--- src/sv/assert_macros.svh ---
// Assertion macros used by the back end of the back projection RTL.
`ifndef ASSERT_MACROS_SVH
`define ASSERT_MACROS_SVH

// Property checked on every clock edge outside reset.
`define SBP_ASSERT(lbl, prop, msg) \
  lbl: assert property (@(posedge clk) disable iff (!rst_n) prop) else $error(msg);

// Condition that must never hold outside reset.
`define SBP_NEVER(lbl, cond, msg) \
  lbl: assert property (@(posedge clk) disable iff (!rst_n) !(cond)) else $error(msg);

`endif

--- src/sv/sbp_pkg.sv ---
// Shared constants, types and codes of the back projection block.
`default_nettype none
package sbp_pkg;
  localparam int MAX_ROWS = 256;
  localparam int MAX_COLS = 256;

  localparam int COL_W  = $clog2(MAX_COLS);
  localparam int CNT_W  = $clog2(MAX_COLS + 1);
  localparam int NR_W   = $clog2(MAX_ROWS + 1);
  localparam int DEPTH  = MAX_ROWS * MAX_COLS;
  localparam int ADDR_W = $clog2(DEPTH);
  localparam int DW     = (COL_W > 8) ? COL_W : 8;
  localparam int SQ_W   = 2 * DW + 1;
  localparam int STEPS  = DW + 1;
  localparam int ACC_W  = $clog2(MAX_COLS) + 17;

  localparam int CFG_W  = 9;
  localparam int IDX_W  = 2;
  localparam int SAMP_W = 16;
  localparam int PIX_W  = 24;
  localparam int PIX_MAX = 8388607;
  localparam int PIX_MIN = -8388608;
  localparam int QDEPTH = 2;
  localparam int QPTR_W = 1;

  localparam logic [IDX_W-1:0] REG_NUM_ROWS = 2'd0;
  localparam logic [IDX_W-1:0] REG_NUM_COLS = 2'd1;
  localparam logic [CFG_W-1:0] CFG_RESET    = 9'd256;

  typedef enum logic {OP_WRITE, OP_PIXEL} op_t;

  typedef struct packed {
    op_t                 op;
    logic [ADDR_W-1:0]   waddr;
    logic [7:0]          col;
    logic [7:0]          row;
    logic [2*SAMP_W-1:0] data;
  } item_t;

  typedef enum logic [1:0] {B_IDLE, B_RUN, B_DIV, B_OUT} back_state_t;
endpackage
`default_nettype wire

--- src/sv/sbp_fifo.sv ---
// Two-entry queue between front end and back end.
`default_nettype none
module sbp_fifo
  import sbp_pkg::*;
(
  input  logic  clk,
  input  logic  rst_n,
  input  logic  push,
  input  item_t item_in,
  output logic  full,
  input  logic  pop,
  output item_t item_out,
  output logic  empty
);
  item_t             ent_r [QDEPTH];
  logic [QPTR_W-1:0] wr_ptr_r, rd_ptr_r;
  logic [QPTR_W:0]   cnt_r;

  assign full     = (int'(cnt_r) == QDEPTH);
  assign empty    = (cnt_r == '0);
  assign item_out = ent_r[rd_ptr_r];

  // store entries
  always_ff @(posedge clk) begin
    if (push) ent_r[wr_ptr_r] <= item_in;
  end

  // advance pointers and count
  always_ff @(posedge clk) begin
    if (!rst_n) begin
      wr_ptr_r <= '0;
      rd_ptr_r <= '0;
      cnt_r    <= '0;
    end else begin
      if (push) wr_ptr_r <= wr_ptr_r + 1'b1;
      if (pop)  rd_ptr_r <= rd_ptr_r + 1'b1;
      if (push && !pop)      cnt_r <= cnt_r + 1'b1;
      else if (pop && !push) cnt_r <= cnt_r - 1'b1;
    end
  end
endmodule
`default_nettype wire

--- config.mk ---
export PLATFORM = sky130hd
export DESIGN_NAME = sbp_fifo
export DESIGN_NICKNAME = d
export VERILOG_FILES = /design/src/sv/assert_macros.svh /design/src/sv/sbp_pkg.sv /design/src/sv/sbp_fifo.sv
export SDC_FILE = /design/constraint.sdc
export NUM_CORES = 1
export LEC_CHECK = 0
export BUFFER_PORTS_ARGS = -buffer_cell sky130_fd_sc_hd__buf_4
export CELL_PAD_IN_SITES_DETAIL_PLACEMENT = 1
export CELL_PAD_IN_SITES_GLOBAL_PLACEMENT = 2
export CORE_UTILIZATION = 38
export DETAILED_ROUTE_END_ITERATION = 8
export HOLD_SLACK_MARGIN = 0.02
export PLACE_DENSITY_LB_ADDON = 0.1
export SLEW_MARGIN = 20
export SYNTH_ARGS = -nofsm -noshare
export SYNTH_HDL_FRONTEND = slang
export SYNTH_SLANG_ARGS = --single-unit
--- constraint.sdc ---
create_clock -name clk -period 5.55 [get_ports clk]
set_clock_uncertainty 0.2 [all_clocks]
set_input_delay 0.555 -clock clk [delete_from_list [all_inputs] [get_ports clk]]
set_output_delay 0.555 -clock clk [all_outputs]
set_load 0.005 [all_outputs]
After elaboration in Yosys (flattened, before gate mapping)
Memories as Yosys holds them, arrays and structs flattened. A register that Yosys moved wholly into a read port is not among the register bits.
Cells that the tools add are included.
{"block": "classes", "add_sub_neg": 4, "eq_ne": 1, "n_mux": 6, "reduce_logical": 6}
{"op": "two-way mux 1 bit", "n": 4}
{"op": "two-way mux 2 bit", "n": 2}
{"op": "adder 1 bit, second input constant", "n": 2}
{"op": "adder 2 x 1 -> 2 bit, second input constant", "n": 1}
{"op": "== test 2 bit, second input constant", "n": 1}
{"op": "logical AND 1 bit", "n": 2}
{"op": "logical NOT 1 bit", "n": 2}
{"op": "logical NOT 2 bit", "n": 1}
{"op": "nonzero test 2 bit", "n": 1}
{"op": "subtractor 2 x 1 -> 2 bit, second input constant", "n": 1}
{"block": "word_totals", "regBits": 4, "ramBits": 130, "inputBits": 69, "out_inout_bits": 67, "mem_count": 1}
{"name": "ent_r", "words": 2, "width": 65, "read_ports": 1, "rd_ports_with_merged_regs": 1, "wr": 1, "line_no": "sbp_fifo.sv:15", "text": "item_t ent_r [QDEPTH];"}

Depth between registers and ports, before layout
Gate-level depths: netlist of run 1.
{"block": "logic_depth", "word_depth": 4, "ltp_mapped": 5}

Worst setup path before layout of run 1
Ideal clock, no wire load.
{"block": "synth_path", "path_kind": "input-to-reg", "from": "in push", "to": "mem ent_r[0][0] (netlist bit), enable pin", "setup_time_ps": 497, "arrival_ps": 3443, "t_required_ps": 4853, "setup_slack_ps": 1410, "path_stages": 1, "path_buffers": 0, "cell_sequence": "nor2b_1"}
{"block": "synth_between", "elab_chain_cells": 2}
{"element": "from (decl)", "line_no": "sbp_fifo.sv:8", "text": "input logic push,"}
{"element": "two-way mux 1 bit", "line_no": "sbp_fifo.sv:25", "text": "if (push) ent_r[wr_ptr_r] <= item_in;"}
{"element": "two-way mux 1 bit (implied by the code)", "line_no": "sbp_fifo.sv:25"}
{"element": "to (decl)", "line_no": "sbp_fifo.sv:15"}
No other way between the ends.

==> results.md, run 1 <==
* Status: completed
* RSZ-0062 raised after global routing: no
* CORE AREA at 12600 um^2
* Crit-path slowest cell: dfxtp_4
* TritonCTS Buffers at 17
* Slew margin rel. at 36.1%
* Post-CTS Resized at 0
* Crit Path Class: flop to output pin
* Largest net degree at the start of global routing at 66
* Synthesized net count at 294
* Crit. path cell count at 2
* IO Count at 136
* Post-CTS Setup Bufs at 0
* First-pass GRT wire length at 13.7 mm
* Clock Latency Late Sink at 0.41 ns
* H-tree depth at 4
* Detailed Place HPWL at 5.65 mm
* Synth warnings at 0
* Nets at 442
* Diode count at 0
* Power per standard cell area at 358 nW/um^2
* Clk buf depth at 2
* Avg WL per Cell at 16.5 um
* DIE WIDTH at 116 um
* P&R area growth vs syn at 33.7%
* Worst Path Buf+Inv at 1
* Clock sink count at 135
* Final core occ at 52.2%
* Critical-path cell list: mux2_2, buf_4
* Maximum clock rate at 0.371 GHz
* Mean post-synth cell area at 22.0 um^2
* CP Max Fanout at 65
* CP top delay family: flip-flops
* Final Hold Viols at 0
* Footprint of the multi-input gates at 857 um^2
* Number of global-route vias before repair at 2632
* WP data required at 4.80 ns
* Detailed Routing Iterations Pass 1 at 4
* Reg clk slew, reported paths at 0.05 ns
* Row count at 41
* Via density at 4.50
* CTS Hold Bufs at 0
* Reg2Reg Depth at 2
* Peak supply drop at 0.213 mV
* Share of layout cells above drive strength 1 at 58.5%
* Final Critical Period at 2.69 ns
* Routed WL at 9.13 mm
* Filler cells at 1227
* Synth Instances at 224
* Worst Hold Depth at 1
* Fin. max-slew vios at 0
* Clock Root Buffer: clkbuf_16
* Netlist cell types at 18
* Crit path launch type: flop
* GP Congestion at 0.660
* Grt total ovfl at 0
* CTS tree: built
* Chip height at 116 um
* WHS at 0.129 ns
* DR iter-0 viols at 87
* Mapped Area at 4920 um^2
* Final setup fails at 0
* GRT Resource Usage Total at 14.6%
* Initial core utilization at 39.0%
* CP endpoint kind: output pin
* CP max stage delay at 0.95 ns
* Pleak at 0.00246 uW
* Worst-margin pin slew at 0.956 ns
* Residual DRC at 0
* Worst hold path class: primary input to flop
* Post-route ant nets at 0
* Reg area at 4010 um^2
* Routed via count at 2499
* Die ar. at 13400 um^2
* Critical Path AT at 1.94 ns
* #FFs+latches synth at 135
* Period utilisation layout at 48.5%
* PortBufs at 135
* Initial antenna violation count at 0
* Maximum capacitance violations at 0
* Sequential share of the synthesized area at 81.3%
* Setup TNS at 0 ns
## Yosys cell counts
| cell type | n | area (um^2) |
|---|---|---|
| a21boi_1 | 1 | 7.51 |
| and2_1 | 4 | 25.0 |
| and2b_2 | 1 | 8.76 |
| buf_2 | 1 | 5.00 |
| buf_4 | 1 | 7.51 |
| buf_6 | 5 | 56.3 |
| dfxtp_1 | 5 | 100 |
| edfxtp_1 | 130 | 3900 |
| ha_1 | 1 | 12.5 |
| inv_1 | 1 | 3.75 |
| mux2_2 | 65 | 732 |
| nor2_1 | 1 | 3.75 |
| nor2b_1 | 2 | 12.5 |
| o21a_1 | 1 | 7.51 |
| o21ai_0 | 1 | 5.00 |
| or3_1 | 1 | 6.26 |
| xnor2_1 | 1 | 8.76 |
| xor2_1 | 2 | 17.5 |
## worst reg2reg max path, stage by stage (launching register included)
cell and delay [ns]:
dfxtp_1 0.34, nor2b_4 0.75, buf_4 0.58
## cells in the final DEF, fill, tap and decap left out, drive strengths merged
cell type	count
buf	136
edfxtp	130
mux2	65
clkbuf	20
clkinv	10
dfxtp	5
and2	4
xor2	2
nor2b	2
inv	1
nor2	1
and2b	1
xnor2	1
o21a	1
o21ai	1
or3	1
a21boi	1
ha	1
## worst paths after layout
kind,from,end,slack [ns]
max,flop,item_out[58],2.86
min,item_in[64],ent_r[0][64],0.13
max reg2reg,wr_ptr_r,ent_r[0][0],3.30
min reg2reg,cnt_r[1],cnt_r[1],0.32
## state kept, by name, indices dropped and copies added (netlist names), named ones only
| register | flops |
|---|---|
| cnt_r | 2 |
| ent_r | 130 |
| rd_ptr_r | 1 |
| wr_ptr_r | 1 |
## report_power, final
| group | internal (uW) | switching, uW | leakage, uW |
|---|---|---|---|
| Sequential | 1180 | 32.0 | 0.00126 |
| Combinational | 145 | 81.9 | 0.000961 |
| Clock | 549 | 368 | 0.000233 |
## metrics by stage
step / area, um^2 / instances / total power (uW) / worst slack, ns
finish: 6580 / 555 / 2360 / 2.86
global route: 6580 / 555 / 2450 / 2.72
CTS: 6580 / 555 / 2390 / 2.79
detailed placement: 6100 / 525 / 1470 / 2.87
global placement: 6100 / 525 / 1460 / 2.88
floorplan: 4920 / 224 / 1330 / 1.41
## logic make-up (layout without fill, tap and decap cells)
kind of cell	after synthesis	after routing	share of synthesized area [%]
adder cells (fa/ha/maj)	1	1	0.254
buffers and inverters	8	167	1.47
multiplexers	65	65	14.9
AO/OA/AOI/OAI	3	3	0.407
flip-flops	135	135	81.3
XOR/XNOR	3	3	0.534
AND/OR/NAND/NOR	9	9	1.14
## area by class of cell
class / instances / share of cell area (%)
Multi-Input combinational cell: 81 / 13.0
Clock buffer: 20 / 6.63
Inverter: 1 / 0.0570
Tap cell: 172 / 3.27
Clock inverter: 10 / 0.608
Sequential cell: 135 / 60.9
Timing Repair Buffer: 136 / 15.5
## routing by layer
layer  global-route usage [%]  wire, um
met5                        0         0
met4                     8.97       215
met3                     5.86       633
met2                     23.3      4760
met1                     16.4      3520
Power figures use the tool's default switching activity.
==> run 2: changes to the inputs <==
--- a/config.mk
+++ b/config.mk
@@ -8,7 +8,7 @@
 export BUFFER_PORTS_ARGS = -buffer_cell sky130_fd_sc_hd__buf_4
 export CELL_PAD_IN_SITES_DETAIL_PLACEMENT = 1
 export CELL_PAD_IN_SITES_GLOBAL_PLACEMENT = 2
-export CORE_UTILIZATION = 38
+export CORE_UTILIZATION = 34
 export DETAILED_ROUTE_END_ITERATION = 8
 export HOLD_SLACK_MARGIN = 0.02
 export PLACE_DENSITY_LB_ADDON = 0.1
==> constraint.sdc (replaced) <==
create_clock -name clk -period 2.2 [get_ports clk]
set_clock_uncertainty 0.2 [all_clocks]
set_input_delay 0.22 -clock clk [delete_from_list [all_inputs] [get_ports clk]]
set_output_delay 0.22 -clock clk [all_outputs]
set_load 0.005 [all_outputs]
==> results.md, run 2 (same netlist as run 1, synthesis figures left out) <==
* Status: completed
* CP endpoint kind: output pin
* Worst hold path class: flop to flop
* Routed via count at 2808
* Maximum clock rate at 0.483 GHz
* CP Max Fanout at 26
* First-pass GRT wire length at 15.0 mm
* Grt total ovfl at 0
* Detailed Routing Iterations Pass 1 at 4
* Clk buf depth at 2
* Largest net degree at the start of global routing at 40
* Final core occ at 53.1%
* Avg WL per Cell at 15.5 um
* TritonCTS Buffers at 17
* Initial antenna violation count at 0
* IO Count at 136
* Clock Root Buffer: clkbuf_16
* CORE AREA at 14000 um^2
* Met3 WL at 564 um
* Critical Path AT at 1.65 ns
* Share of layout cells above drive strength 1 at 51.3%
* Reg clk slew, reported paths at 0.05 ns
* Final setup fails at 0
* Initial core utilization at 35.2%
* DRT met1 WL at 3.97 mm
* Power per standard cell area at 870 nW/um^2
* Pleak at 0.00282 uW
* Crit path launch type: flop
* Peak supply drop at 0.471 mV
* Largest registers: ent_r: 130 flops, cnt_r: 2 flops
* Detailed Place HPWL at 5.99 mm
* Routed WL at 9.88 mm
* Die ar. at 15000 um^2
* Commonest non-fill, non-tap cell in the layout: buf_4
* Period utilisation layout at 94.1%
* Nets at 515
* Largest register FFs at 130
* Slew margin rel. at 68.3%
* Post-route ant nets at 0
* WP data required at 1.78 ns
* Number of global-route vias before repair at 2971
* P&R area growth vs syn at 50.9%
* Register name with the most flops: ent_r
* Chip height at 122 um
* Fin. max-slew vios at 0
* GP Congestion at 0.659
* Residual DRC at 0
* Final Critical Period at 2.07 ns
* Most frequent cells in the layout: buf_4 (139), edfxtp_1 (130), dlygate4sd3_1 (68)
* DIE WIDTH at 122 um
* Worst-margin pin slew at 0.476 ns
* Maximum capacitance violations at 0
* Met2 routed WL at 5.17 mm
* Setup TNS at 0 ns
* H-tree depth at 4
* PortBufs at 135
* Post-CTS Setup Bufs at 0
* RSZ-0062 raised after global routing: no
* Row count at 43
* GRT Resource Usage Total at 14.1%
* Diode count at 0
* CTS tree: built
* Clock Latency Late Sink at 0.41 ns
* Top Layer Used: met4
* Final Hold Viols at 0
* Crit Path Class: flop to output pin
* DR iter-0 viols at 144
* Via density at 4.40
* Clock sink count at 135
## run 2: cell count changes in the layout (fill, tap and decap cells not counted), sizes merged
| cell | delta |
|---|---|
| bufinv | +3 |
| dlygate4sd3 | +68 |
| clkinv | -1 |
| clkinvlp | +1 |
| buf | +5 |
| clkbuf | -1 |
## run 2: cell type report
| type | instances | area (um^2) |
|---|---|---|
| Clock buffer | 19 | 433 |
| Clock inverter | 13 | 136 |
| Fill cell | 1325 | 6560 |
| Inverter | 1 | 3.75 |
| Multi-Input combinational cell | 81 | 857 |
| Sequential cell | 135 | 4010 |
| Tap cell | 180 | 225 |
| Timing Repair Buffer | 209 | 1760 |
## run 2: what timing repair did
action / in CTS / in global routing
hold endpoints to repair: 135 / 0
gates resized for setup: 0 / 0
hold buffers: 68 / 0
## run 2: per-stage QoR
stage	hold slack (ns)	cells	total power, uW	instance area (um^2)	setup WS (ns)
5_1_grt	0.310	638	6700	7430	0.0492
3_5_place_dp	0.208	538	3710	6180	0.536
2_1_floorplan	0.119	224	3340	4930	0.274
3_3_place_gp	0.204	538	3700	6180	0.554
6_report	0.301	638	6460	7430	0.131
4_1_cts	0.305	638	6560	7430	0.0836
## run 2: critical path: stages, from the launching register on
cell and delay (ns):
dfxtp_4 0.35, buf_4 0.32, mux2_2 0.39, buf_4 0.14
## run 2: final timing paths
kind	startpoint	to	slack [ns]	cells past startpoint
min reg2reg	cnt_r[1]	cnt_r[1]	0.30	2
min	cnt_r[1]	cnt_r[1]	0.30	2
max reg2reg	wr_ptr_r	ent_r[1][28]	0.63	2
max	flop	item_out[6]	0.13	3
## run 2: report_power, final
part	internal [uW]	total, uW	switching, uW
clock network	1750	2710	964
logic	459	739	280
registers	2970	3010	34.0
total	5180	6460	1280
## run 2: metal layers
layer / vias to the layer above / GRT usage (%)
met5: - / 0
li1: 1327 / -
met1: 1386 / 15.6
met2: 81 / 23.6
met3: 14 / 5.16
met4: 0 / 7.09
==> run 3: changes to the inputs <==
--- a/config.mk
+++ b/config.mk
@@ -8,7 +8,7 @@
 export BUFFER_PORTS_ARGS = -buffer_cell sky130_fd_sc_hd__buf_4
 export CELL_PAD_IN_SITES_DETAIL_PLACEMENT = 1
 export CELL_PAD_IN_SITES_GLOBAL_PLACEMENT = 2
-export CORE_UTILIZATION = 34
+export CORE_UTILIZATION = 38
 export DETAILED_ROUTE_END_ITERATION = 8
 export HOLD_SLACK_MARGIN = 0.02
 export PLACE_DENSITY_LB_ADDON = 0.1
==> constraint.sdc (replaced) <==
create_clock -name clk -period 2.08 [get_ports clk]
set_clock_uncertainty 0.2 [all_clocks]
set_input_delay 0.208 -clock clk [delete_from_list [all_inputs] [get_ports clk]]
set_output_delay 0.208 -clock clk [all_outputs]
set_load 0.005 [all_outputs]
==> results.md, run 3 (same netlist as run 1, synthesis figures left out) <==
* Met2 routed WL at 5.24 mm
* Post-CTS Resized at 0
* Critical Path AT at 1.59 ns
* Die ar. at 13400 um^2
* Largest registers: ent_r: 130 flops, cnt_r: 2 flops
* CORE AREA at 12600 um^2
* Final Hold Viols at 0
* CP top delay family: multiplexers
* Filler cells at 1186
* Number of global-route vias before repair at 3009
* Clk buf depth at 2
* Detailed Place HPWL at 6.12 mm
* Critical-path cell list: buf_12, mux2_2, buf_4
* Crit Path Class: flop to output pin
* Status: completed
* CP Max Fanout at 41
* Routed WL at 9.97 mm
* GRT Resource Usage Total at 15.7%
* Row count at 41
* DR iter-0 viols at 64
* Initial core utilization at 39.0%
* Worst setup margin at 0.0857 ns
* Maximum clock rate at 0.501 GHz
* Detailed Routing Iterations Pass 1 at 4
* Chip height at 116 um
* Largest register FFs at 130
* WP data required at 1.67 ns
* DRT met1 WL at 3.94 mm
* Worst-margin pin slew at 0.383 ns
* Period utilisation layout at 95.9%
* P&R area growth vs syn at 49.7%
* RSZ-0062 raised after global routing: no
* Pleak at 0.00280 uW
* First-pass GRT wire length at 14.9 mm
* Residual DRC at 0
* Worst Path Buf+Inv at 2
* Initial antenna violation count at 0
* GP Congestion at 0.669
* Footprint of the multi-input gates at 857 um^2
* Final Critical Period at 1.99 ns
* CP max stage delay at 0.39 ns
* Power per standard cell area at 890 nW/um^2
* Via density at 4.50
* Most frequent cells in the layout: buf_4 (139), edfxtp_1 (130), dlygate4sd3_1 (68)
* PortBufs at 135
* Crit path launch type: flop
* Largest net degree at the start of global routing at 49
* Top Layer Used: met4
* Placed instance area at 6190 um^2
* Slew margin rel. at 74.4%
* Clock Latency Late Sink at 0.42 ns
* IO Count at 136
* CP endpoint kind: output pin
* Final Cell Area at 7370 um^2
* Final setup fails at 0
* Routed via count at 2833
* Share of layout cells above drive strength 1 at 50.8%
* TritonCTS Buffers at 17
* Reg clk slew, reported paths at 0.05 ns
* Grt total ovfl at 0
* CTS tree: built
* Nets at 516
* H-tree depth at 4
* Avg WL per Cell at 15.9 um
* Worst hold path class: primary input to flop
* Peak supply drop at 0.572 mV
* DIE WIDTH at 116 um
* Setup TNS at 0 ns
* Crit-path slowest cell: mux2_2
* Clock Root Buffer: clkbuf_16
* Fin. max-slew vios at 0
* Post-route ant nets at 0
* Maximum capacitance violations at 0
* Register name with the most flops: ent_r
* Diode count at 0
* Power, Total at 6560 uW
* Reg area at 4010 um^2
* Met3 WL at 604 um
* Placed cells at 531
* Clock sink count at 135
* Commonest non-fill, non-tap cell in the layout: buf_4
* Dpl ws at 0.513 ns
* Non-filler cells, final at 629
-- run 3: layer usage --
| layer | GRT usage (%) | vias to the layer above |
|---|---|---|
| met5 | 0 | - |
| met4 | 8.21 | 0 |
| met3 | 5.65 | 14 |
| met2 | 26.7 | 93 |
| met1 | 17.1 | 1395 |
| li1 | - | 1331 |
-- run 3: final cells by class --
cell class | instances | share of cell area [%]
clock inverter | 7 | 0.764
sequential | 135 | 54.4
clock buffer | 23 | 6.08
multi-input combinational | 81 | 11.6
tap | 172 | 2.92
timing repair buffer | 210 | 24.2
inverter | 1 | 0.0509
-- run 3: report_power, final --
| part | total [uW] | internal (uW) | switching (uW) |
|---|---|---|---|
| clock network | 2590 | 1600 | 982 |
| logic | 794 | 495 | 299 |
| registers | 3180 | 3140 | 38.9 |
-- run 3: worst paths after layout --
kind,from,to,slack [ns],depth (start not counted)
min,push,cnt_r[1],0.10,4
max reg2reg,wr_ptr_r,wr_ptr_r,0.35,4
min reg2reg,cnt_r[1],cnt_r[1],0.33,2
max,flop,item_out[45],0.09,3
-- run 3: worst reg2reg max path, cell delays in order, from the launching register on --
cell and delay (ns):
dfxtp_1 0.38, nor2b_4 0.06, buf_4 0.22, o21a_1 0.20, dlygate4sd3_1 0.55
-- run 3: through the flow --
| step | util [%] | hold slack [ns] |
|---|---|---|
| floorplan | - | 0.107 |
| global placement | 49.0 | 0.193 |
| detailed placement | 49.0 | 0.196 |
| CTS | 58.4 | 0.0903 |
| global route | 58.4 | 0.125 |
| finish | 58.4 | 0.103 |
-- run 3: repair_timing --
action | in CTS | in global routing
hold endpoints to repair | 135 | 0
hold buffers | 68 | 0
setup buffers | 0 | 0
